`config.mk`:
```
export PLATFORM = sky130hd
export DESIGN_NAME = utf8_stream_decoder
export DESIGN_NICKNAME = d
export VERILOG_FILES = /design/src/rtl/core/u8sd_pkg.sv /design/src/rtl/core/u8sd_front.sv /design/src/rtl/core/u8sd_queue.sv /design/src/rtl/core/u8sd_back.sv /design/src/rtl/core/utf8_stream_decoder.sv
export VERILOG_INCLUDE_DIRS = /design/src /design/src/rtl/core
export SDC_FILE = /design/constraint.sdc
export NUM_CORES = 1
export LEC_CHECK = 0
export BUFFER_PORTS_ARGS = -buffer_cell sky130_fd_sc_hd__buf_4
export CORE_MARGIN = 2
export CORE_UTILIZATION = 55
export DETAILED_ROUTE_END_ITERATION = 16
export PLACE_DENSITY = 0.76
export SLEW_MARGIN = 25
export SYNTH_ARGS = -nofsm -noshare
export SYNTH_HDL_FRONTEND = slang
export SYNTH_HIERARCHICAL = 1
export SYNTH_SLANG_ARGS = --single-unit
export TNS_END_PERCENT = 10
```
`constraint.sdc`:
```
create_clock -name clk -period 3.3 [get_ports clk]
set_input_delay 0.33 -clock clk [delete_from_list [all_inputs] [get_ports clk]]
set_output_delay 0.33 -clock clk [all_outputs]
set_load 0.03 [all_outputs]
```
`src/rtl/core/utf8_stream_decoder_assert.svh`:
```
// Assertion macros for the UTF-8 stream decoder RTL, used by u8sd_back.
// Depends on nothing; files that check their own logic include it.
`ifndef UTF8_STREAM_DECODER_ASSERT_SVH
`define UTF8_STREAM_DECODER_ASSERT_SVH

`ifndef SYNTH
// Check that prop holds at every rising clock edge outside reset.
`define U8SD_ASSERT(lbl, clk, rst_n, prop) \
    lbl: assert property (@(posedge clk) disable iff (!rst_n) prop) \
        else $error("u8sd assertion failed");
// Check that cond never holds at a rising clock edge outside reset.
`define U8SD_ASSERT_NEVER(lbl, clk, rst_n, cond) \
    lbl: assert property (@(posedge clk) disable iff (!rst_n) !(cond)) \
        else $error("u8sd forbidden condition seen");
`else
`define U8SD_ASSERT(lbl, clk, rst_n, prop)
`define U8SD_ASSERT_NEVER(lbl, clk, rst_n, cond)
`endif

`endif

```
`src/rtl/core/u8sd_pkg.sv`:
```
// Shared types and constants for the UTF-8 stream decoder.
// Used by every module under rtl/core; depends on nothing.
package u8sd_pkg;

    localparam int QUEUE_DEPTH_DEFAULT = 2;
    localparam int CP_W = 21;

    localparam logic [CP_W-1:0] CP_MAX      = 21'h10FFFF;
    localparam logic [CP_W-1:0] SURR_LO     = 21'h00D800;
    localparam logic [CP_W-1:0] SURR_HI     = 21'h00DFFF;
    localparam logic [CP_W-1:0] MIN_LEN2    = 21'h000080;
    localparam logic [CP_W-1:0] MIN_LEN3    = 21'h000800;
    localparam logic [CP_W-1:0] MIN_LEN4    = 21'h010000;

    localparam logic [2:0] SEQ_LEN2 = 3'd2;
    localparam logic [2:0] SEQ_LEN3 = 3'd3;
    localparam logic [2:0] SEQ_LEN4 = 3'd4;

    typedef enum logic [2:0] {
        CLS_ASCII,
        CLS_LEAD2,
        CLS_LEAD3,
        CLS_LEAD4,
        CLS_CONT,
        CLS_BAD
    } byte_class_t;

    typedef struct packed {
        logic [7:0] data_byte;
        logic       end_of_string;
    } byte_item_t;

    typedef struct packed {
        logic [CP_W-1:0] char_code;
        logic            has_char;
        logic            string_error;
        logic            string_done;
    } char_item_t;

    // Classified byte as it sits in the queue: payload bits already masked.
    typedef struct packed {
        byte_class_t cls;
        logic [6:0]  payload;
        logic        last;
    } queue_item_t;

    typedef struct packed {
        logic        valid;
        queue_item_t item;
    } queue_head_t;

endpackage

```
`src/rtl/core/u8sd_front.sv`:
```
// Front end: take byte transfers and classify each byte for the queue.
// Depends on u8sd_pkg.
module u8sd_front (
    input  logic                   byte_valid,
    output logic                   byte_ready,
    input  u8sd_pkg::byte_item_t   byte_item,
    input  logic                   queue_full,
    output logic                   push,
    output u8sd_pkg::queue_item_t  push_item
);
    import u8sd_pkg::*;

    logic [7:0] b;

    assign b          = byte_item.data_byte;
    assign byte_ready = !queue_full;
    assign push       = byte_valid && !queue_full;

    always_comb
    begin
        push_item.last    = byte_item.end_of_string;
        push_item.payload = 7'd0;
        push_item.cls     = CLS_BAD;
        if (!b[7])
        begin
            push_item.cls     = CLS_ASCII;
            push_item.payload = b[6:0];
        end
        else if (b[7:6] == 2'b10)
        begin
            push_item.cls     = CLS_CONT;
            push_item.payload = {1'b0, b[5:0]};
        end
        else if (b[7:5] == 3'b110)
        begin
            push_item.cls     = CLS_LEAD2;
            push_item.payload = {2'b00, b[4:0]};
        end
        else if (b[7:4] == 4'b1110)
        begin
            push_item.cls     = CLS_LEAD3;
            push_item.payload = {3'b000, b[3:0]};
        end
        else if (b[7:3] == 5'b11110)
        begin
            push_item.cls     = CLS_LEAD4;
            push_item.payload = {4'b0000, b[2:0]};
        end
    end

endmodule

```
`src/rtl/core/u8sd_queue.sv`:
```
// Short FIFO of classified bytes between the front and back ends.
// Depends on u8sd_pkg.
module u8sd_queue #(
    parameter int DEPTH = u8sd_pkg::QUEUE_DEPTH_DEFAULT
) (
    input  logic                   clk,
    input  logic                   rst_n,
    input  logic                   push,
    input  u8sd_pkg::queue_item_t  push_item,
    output logic                   full,
    input  logic                   pop,
    output u8sd_pkg::queue_head_t  head
);
    import u8sd_pkg::*;

    localparam int PTR_W = (DEPTH > 1) ? $clog2(DEPTH) : 1;
    localparam int CNT_W = $clog2(DEPTH + 1);

    queue_item_t        mem_reg [DEPTH];
    logic [PTR_W-1:0]   wr_ptr_reg, wr_ptr_next;
    logic [PTR_W-1:0]   rd_ptr_reg, rd_ptr_next;
    logic [CNT_W-1:0]   count_reg, count_next;

    assign full       = (count_reg == CNT_W'(DEPTH));
    assign head.valid = (count_reg != '0);
    assign head.item  = mem_reg[rd_ptr_reg];

    always_comb
    begin
        wr_ptr_next = wr_ptr_reg;
        rd_ptr_next = rd_ptr_reg;
        count_next  = count_reg;
        if (push)
        begin
            wr_ptr_next = (wr_ptr_reg == PTR_W'(DEPTH - 1)) ? '0 : wr_ptr_reg + 1'b1;
        end
        if (pop)
        begin
            rd_ptr_next = (rd_ptr_reg == PTR_W'(DEPTH - 1)) ? '0 : rd_ptr_reg + 1'b1;
        end
        if (push && !pop)
        begin
            count_next = count_reg + 1'b1;
        end
        else if (pop && !push)
        begin
            count_next = count_reg - 1'b1;
        end
    end

    always_ff @(posedge clk or negedge rst_n)
    begin
        if (!rst_n)
        begin
            wr_ptr_reg <= '0;
            rd_ptr_reg <= '0;
            count_reg  <= '0;
        end
        else
        begin
            wr_ptr_reg <= wr_ptr_next;
            rd_ptr_reg <= rd_ptr_next;
            count_reg  <= count_next;
        end
    end

    always_ff @(posedge clk)
    begin
        if (push)
        begin
            mem_reg[wr_ptr_reg] <= push_item;
        end
    end

endmodule

```
`src/rtl/core/u8sd_back.sv`:
```
// Back end: decode queued bytes, check sequences, hold the result register.
// Depends on u8sd_pkg and utf8_stream_decoder_assert.svh.
`include "utf8_stream_decoder_assert.svh"

module u8sd_back (
    input  logic                   clk,
    input  logic                   rst_n,
    input  u8sd_pkg::queue_head_t  head,
    output logic                   pop,
    output logic                   char_valid,
    input  logic                   char_ready,
    output u8sd_pkg::char_item_t   char_item
);
    import u8sd_pkg::*;

    logic [CP_W-1:0] pv_reg, pv_next;
    logic [2:0]      len_reg, len_next;
    logic [1:0]      rem_reg, rem_next;
    logic            err_reg, err_next;
    char_item_t      out_reg, out_next;
    logic            out_valid_reg, out_valid_next;

    queue_item_t     q;
    logic [CP_W-1:0] pv_shift;
    logic [CP_W-1:0] min_cp;
    logic            range_ok;
    logic            have;
    logic [CP_W-1:0] cp;
    logic            err_step;

    assign q        = head.item;
    assign pop      = head.valid && (!out_valid_reg || char_ready);
    assign pv_shift = {pv_reg[CP_W-7:0], q.payload[5:0]};

    always_comb
    begin
        case (len_reg)
            SEQ_LEN2: min_cp = MIN_LEN2;
            SEQ_LEN3: min_cp = MIN_LEN3;
            default:  min_cp = MIN_LEN4;
        endcase
    end

    assign range_ok = (pv_shift >= min_cp) && (pv_shift <= CP_MAX)
                      && !((pv_shift >= SURR_LO) && (pv_shift <= SURR_HI));

    // Decode step for the byte at the head of the queue.
    always_comb
    begin
        pv_next  = pv_reg;
        len_next = len_reg;
        rem_next = rem_reg;
        err_step = err_reg;
        have     = 1'b0;
        cp       = '0;
        if (!err_reg)
        begin
            if (rem_reg == 2'd0)
            begin
                case (q.cls)
                    CLS_ASCII:
                    begin
                        have = 1'b1;
                        cp   = {{(CP_W-7){1'b0}}, q.payload};
                    end
                    CLS_LEAD2:
                    begin
                        pv_next  = {{(CP_W-5){1'b0}}, q.payload[4:0]};
                        len_next = SEQ_LEN2;
                        rem_next = 2'd1;
                    end
                    CLS_LEAD3:
                    begin
                        pv_next  = {{(CP_W-4){1'b0}}, q.payload[3:0]};
                        len_next = SEQ_LEN3;
                        rem_next = 2'd2;
                    end
                    CLS_LEAD4:
                    begin
                        pv_next  = {{(CP_W-3){1'b0}}, q.payload[2:0]};
                        len_next = SEQ_LEN4;
                        rem_next = 2'd3;
                    end
                    default: err_step = 1'b1;
                endcase
            end
            else if (q.cls != CLS_CONT)
            begin
                err_step = 1'b1;
            end
            else
            begin
                pv_next  = pv_shift;
                rem_next = rem_reg - 2'd1;
                if (rem_reg == 2'd1)
                begin
                    if (range_ok)
                    begin
                        have = 1'b1;
                        cp   = pv_shift;
                    end
                    else
                    begin
                        err_step = 1'b1;
                    end
                    pv_next  = '0;
                    len_next = '0;
                end
            end
        end
        err_next = err_step;
    end

    // Result register and end-of-string handling.
    always_comb
    begin
        out_next       = out_reg;
        out_valid_next = out_valid_reg && !char_ready;
        if (pop)
        begin
            if (q.last)
            begin
                out_valid_next = 1'b1;
                if (err_step || (rem_next != 2'd0))
                begin
                    out_next = '{char_code: '0, has_char: 1'b0,
                                 string_error: 1'b1, string_done: 1'b1};
                end
                else
                begin
                    out_next = '{char_code: cp, has_char: have,
                                 string_error: 1'b0, string_done: 1'b1};
                end
            end
            else if (have)
            begin
                out_valid_next = 1'b1;
                out_next = '{char_code: cp, has_char: 1'b1,
                             string_error: 1'b0, string_done: 1'b0};
            end
        end
    end

    always_ff @(posedge clk or negedge rst_n)
    begin
        if (!rst_n)
        begin
            pv_reg        <= '0;
            len_reg       <= '0;
            rem_reg       <= '0;
            err_reg       <= 1'b0;
            out_valid_reg <= 1'b0;
        end
        else
        begin
            out_valid_reg <= out_valid_next;
            if (pop && q.last)
            begin
                // Drop all decode state at the string boundary.
                pv_reg  <= '0;
                len_reg <= '0;
                rem_reg <= '0;
                err_reg <= 1'b0;
            end
            else if (pop)
            begin
                pv_reg  <= pv_next;
                len_reg <= len_next;
                rem_reg <= rem_next;
                err_reg <= err_next;
            end
        end
    end

    always_ff @(posedge clk)
    begin
        out_reg <= out_next;
    end

    assign char_valid = out_valid_reg;
    assign char_item  = out_reg;

    `U8SD_ASSERT(a_len_tracks_rem, clk, rst_n, (rem_reg != 2'd0) |-> (len_reg > {1'b0, rem_reg}))
    `U8SD_ASSERT_NEVER(a_char_with_error, clk, rst_n, out_valid_reg && out_reg.has_char && out_reg.string_error)
    `U8SD_ASSERT(a_char_in_range, clk, rst_n, (out_valid_reg && out_reg.has_char) |-> (out_reg.char_code <= CP_MAX))
    `U8SD_ASSERT(a_error_only_at_end, clk, rst_n, (out_valid_reg && out_reg.string_error) |-> out_reg.string_done)

endmodule

```
`src/rtl/core/utf8_stream_decoder.sv`:
```
// UTF-8 stream decoder: each accepted byte is registered in the queue, then decoded
// into the result register. Throughput: one byte per clock while results are not stalled.
// Reset (rst_n low, asynchronous) empties the queue, clears the decode state and drops
// any pending result. Depends on u8sd_pkg, u8sd_front, u8sd_queue and u8sd_back.
module utf8_stream_decoder #(
    parameter int QUEUE_DEPTH = u8sd_pkg::QUEUE_DEPTH_DEFAULT
) (
    input  logic                  clk,
    input  logic                  rst_n,
    input  logic                  byte_valid,
    output logic                  byte_ready,
    input  u8sd_pkg::byte_item_t  byte_item,
    output logic                  char_valid,
    input  logic                  char_ready,
    output u8sd_pkg::char_item_t  char_item
);
    import u8sd_pkg::*;

    // Front end: classify each byte transfer (ASCII, lead of 2/3/4, continuation,
    // bad) and push it into the queue while there is room.
    logic        push;
    logic        queue_full;
    queue_item_t push_item;
    // Back end sees the queue head; pop advances it.
    queue_head_t head;
    logic        pop;

    u8sd_front u_front (
        .byte_valid (byte_valid),
        .byte_ready (byte_ready),
        .byte_item  (byte_item),
        .queue_full (queue_full),
        .push       (push),
        .push_item  (push_item)
    );

    // Queue decouples the two sides: a stalled result holds the back end,
    // while the front keeps taking bytes until the queue fills.
    u8sd_queue #(
        .DEPTH (QUEUE_DEPTH)
    ) u_queue (
        .clk       (clk),
        .rst_n     (rst_n),
        .push      (push),
        .push_item (push_item),
        .full      (queue_full),
        .pop       (pop),
        .head      (head)
    );

    // Back end: gather continuation bits, check overlong, surrogate and range,
    // keep the sticky string error, and emit one result per code point into the output
    // register; the last byte of a string yields exactly one result, which carries the end flag.
    u8sd_back u_back (
        .clk        (clk),
        .rst_n      (rst_n),
        .head       (head),
        .pop        (pop),
        .char_valid (char_valid),
        .char_ready (char_ready),
        .char_item  (char_item)
    );

endmodule

```
==> flow_summary.json <==
{
  "drv_slew": 0,
  "syn_nets": 279,
  "seqPwrFrac_pct": 39.2,
  "syn_to_final_growth_pct": 17.2,
  "power_leakage_nw": 1.65,
  "synth_edf_count": 46,
  "fmax_mhz": 354,
  "grt-ovfl-total": 0,
  "synth_seq_cells": 72,
  "cts_tree": "yes",
  "die_w_um": 82.8,
  "placed_area_sq_um": 3770,
  "netSwitchingPower_mw": 1.43,
  "wl_mm": 6.17,
  "ant_nets": 0,
  "p_int_mw": 2.34,
  "p_total_mw": 3.76,
  "cts_hold_buf": 1,
  "gp_congestion": 0.852,
  "synthDistinctLibCells": 57,
  "dieArea_sq_um": 6850,
  "ys_async_sr_fraction_pct": 36.1,
  "cp-end-kind": "flop",
  "drc": 0,
  "hold_path_end": "u_queue/mem_reg[1][0]",
  "drtIter0Drc": 82,
  "slew_headroom_pct": 35.4,
  "min_period_ps": 2830,
  "seq_area_frac_synth_pct": 59.5,
  "p_per_area_nw_per_um2": 941,
  "num_vias": 2167,
  "multi_input_area_sq_um": 1300,
  "layout.nets": 324,
  "routedWlPerCell_um": 16.0,
  "hp-class": "in2reg",
  "initial_utilization_pct": 57.3,
  "synth-main-ff-cell": "edfxtp_1",
  "cp.required_ps": 3520,
  "finalClockSkew_ps": 13.8,
  "finalSetupTns_ps": 0,
  "cts_buffer_depth": 2,
  "rsz0062_at_grt": "no",
  "worst-path-max-fanout": 13,
  "reg2reg_to": "u_back/char_item[22]",
  "grt_pass1_vias": 2112,
  "p_sw_share_pct": 37.9,
  "synth_area_sq_um": 3410,
  "grt_usage_pct": 20.2,
  "worstMarginPinSlew_ps": 966,
  "r2r_start": "u_queue/rd_ptr_reg",
  "seq_area_sq_um": 2030,
  "final_area_sq_um": 4000,
  "cts.sinks": 72,
  "setup_viol": 0,
  "grt_max_degree": 27,
  "fin_crit_sh_pct": 85.6,
  "preCtsSetupSlack_ps": 414,
  "vdd_drop_max_mv": 0.622,
  "viasPerCell": 5.63,
  "final_util_pct": 67.2,
  "portBuffers": 38,
  "clockRootBuffer": "clkbuf_8",
  "maxCapViolCount": 0,
  "min_from": "byte_item[0]",
  "fillers": 441,
  "ioPinCount": 39,
  "path_class": "reg2reg",
  "worst_slack_ps": 474,
  "fin_hold_ws_ps": 161,
  "p_comb_share_pct": 40.4,
  "cts_resized": 0,
  "h-tree-depth": 3,
  "num_rows": 28,
  "antenna_found_initial": 0,
  "post-dp-hpwl_mm": 4.36,
  "critPathArrivalTime_ps": 3040,
  "hold_violations": 0,
  "grt_first_pass_wirelength_mm": 10.0,
  "largest_reg_flops": 24,
  "clkPwrFrac_pct": 20.4,
  "antenna_cells": 0,
  "holdPathStages": 1,
  "cts_made_buffers": 9,
  "dp.cells": 368,
  "ys_warn_count": 6,
  "clkTransAtPathRegs_ps": 70,
  "drtPass1Iterations": 4,
  "synth_cells": 260,
  "startpoint_type": "flop",
  "avgSynthCellArea_sq_um": 13.1,
  "drive_above_1_share_pct": 27.1,
  "status": "finished, final reports clean",
  "clock_latency_ps": 360,
  "core_sq_um": 5960,
  "cts_setup_buffers": 0,
  "stdcell_count": 385,
  "reg2regPathDepth": 7,
  "die-height_um": 82.8,
  "reg2reg_setup_slack_ps": 470
}
[power by group through the flow]
| stage | clock network [mW] | logic, mW | registers [mW] |
|---|---|---|---|
| global placement | 0 | 1.49 | 1.48 |
| detailed placement | 0 | 1.52 | 1.49 |
| global route | 0.825 | 1.65 | 1.51 |
| CTS | 0.782 | 1.52 | 1.48 |
| finish | 0.769 | 1.52 | 1.48 |
| floorplan | 0 | 0.865 | 1.70 |
[per-layer routing]
layer | up-vias | GRT usage (%) | wire [um]
met4 | 0 | 10.3 | 114
li1 | 1056 | - | -
met2 | 50 | 33.0 | 3100
met3 | 9 | 5.63 | 299
met1 | 1052 | 24.6 | 2660
met5 | - | 0 | 0
[cell type report]
type,count,share of cell area (%)
clock inverter,5,2.03
multi-input combinational,170,32.4
inverter,10,0.938
tap,75,2.34
timing repair buffer,42,7.94
clock buffer,11,3.53
sequential,72,50.8
[worst max-delay path, stage by stage (launching register included)]
cell and delay [ps]:
dfrtp_1 700, mux2_2 440, nor4_1 270, nand3_1 150, a21oi_2 310, nor2_2 100, nor3_2 510, and2_1 210
[worst max path at each step]
stage	cells after the start	startpoint	slack [ps]	endpoint
after floorplan	8	u_queue/rd_ptr_reg	680	u_back/char_item[0]
after global placement	7	u_queue/rd_ptr_reg	530	u_back/char_item[14]
after detailed placement	5	u_queue/rd_ptr_reg	410	u_back/pv_reg[9]
after CTS	5	u_queue/rd_ptr_reg	410	u_back/pv_reg[12]
after global routing	7	u_queue/rd_ptr_reg	210	u_back/char_item[23]
final	7	u_queue/rd_ptr_reg	470	u_back/char_item[22]
[kinds of logic after synthesis]
kind of cell	share of synthesized area [%]
xor+xnor	1.54
mux	5.50
fa+ha+maj	2.20
compound gates	12.2
buf+inv	2.53
simple gates	16.5
flops	59.5
[layout by cell type, fill, tap and decap left out, types with 2 or more instances in the layout]
master,Yosys,layout
a211oi_2,2,2
nand3_1,5,5
nor2_1,15,15
ha_1,6,6
and2_1,22,22
nor3_1,5,5
a22o_1,13,13
nand4bb_1,2,2
edfxtp_1,46,46
nand2b_1,3,3
o21ai_2,2,2
nand2_1,11,11
nor3_2,2,2
a21oi_1,8,8
nor4_1,3,3
mux2i_1,3,3
a21boi_0,2,2
buf_4,1,41
or4b_1,2,2
bufinv_16,0,2
inv_1,10,10
clkbuf_8,0,10
mux2_2,2,2
nor2b_1,12,11
o21ai_0,5,5
dfrtp_1,26,26
xor2_1,5,5
nand3b_1,2,2
a211oi_1,2,2
mux2_4,9,9
[synthesized netlist by cell type, types with 6 or more instances]
library cell | n | share of area [%]
edfxtp_1 | 46 | 40
dfrtp_1 | 26 | 19
and2_1 | 22 | 4.0
nor2_1 | 15 | 1.6
a22o_1 | 13 | 3.3
nor2b_1 | 12 | 2.2
nand2_1 | 11 | 1.2
inv_1 | 10 | 1.1
mux2_4 | 9 | 4.0
a21oi_1 | 8 | 1.2
buf_2 | 6 | 0.88
ha_1 | 6 | 2.2
Note: power is estimated with default switching activity, not from simulation.
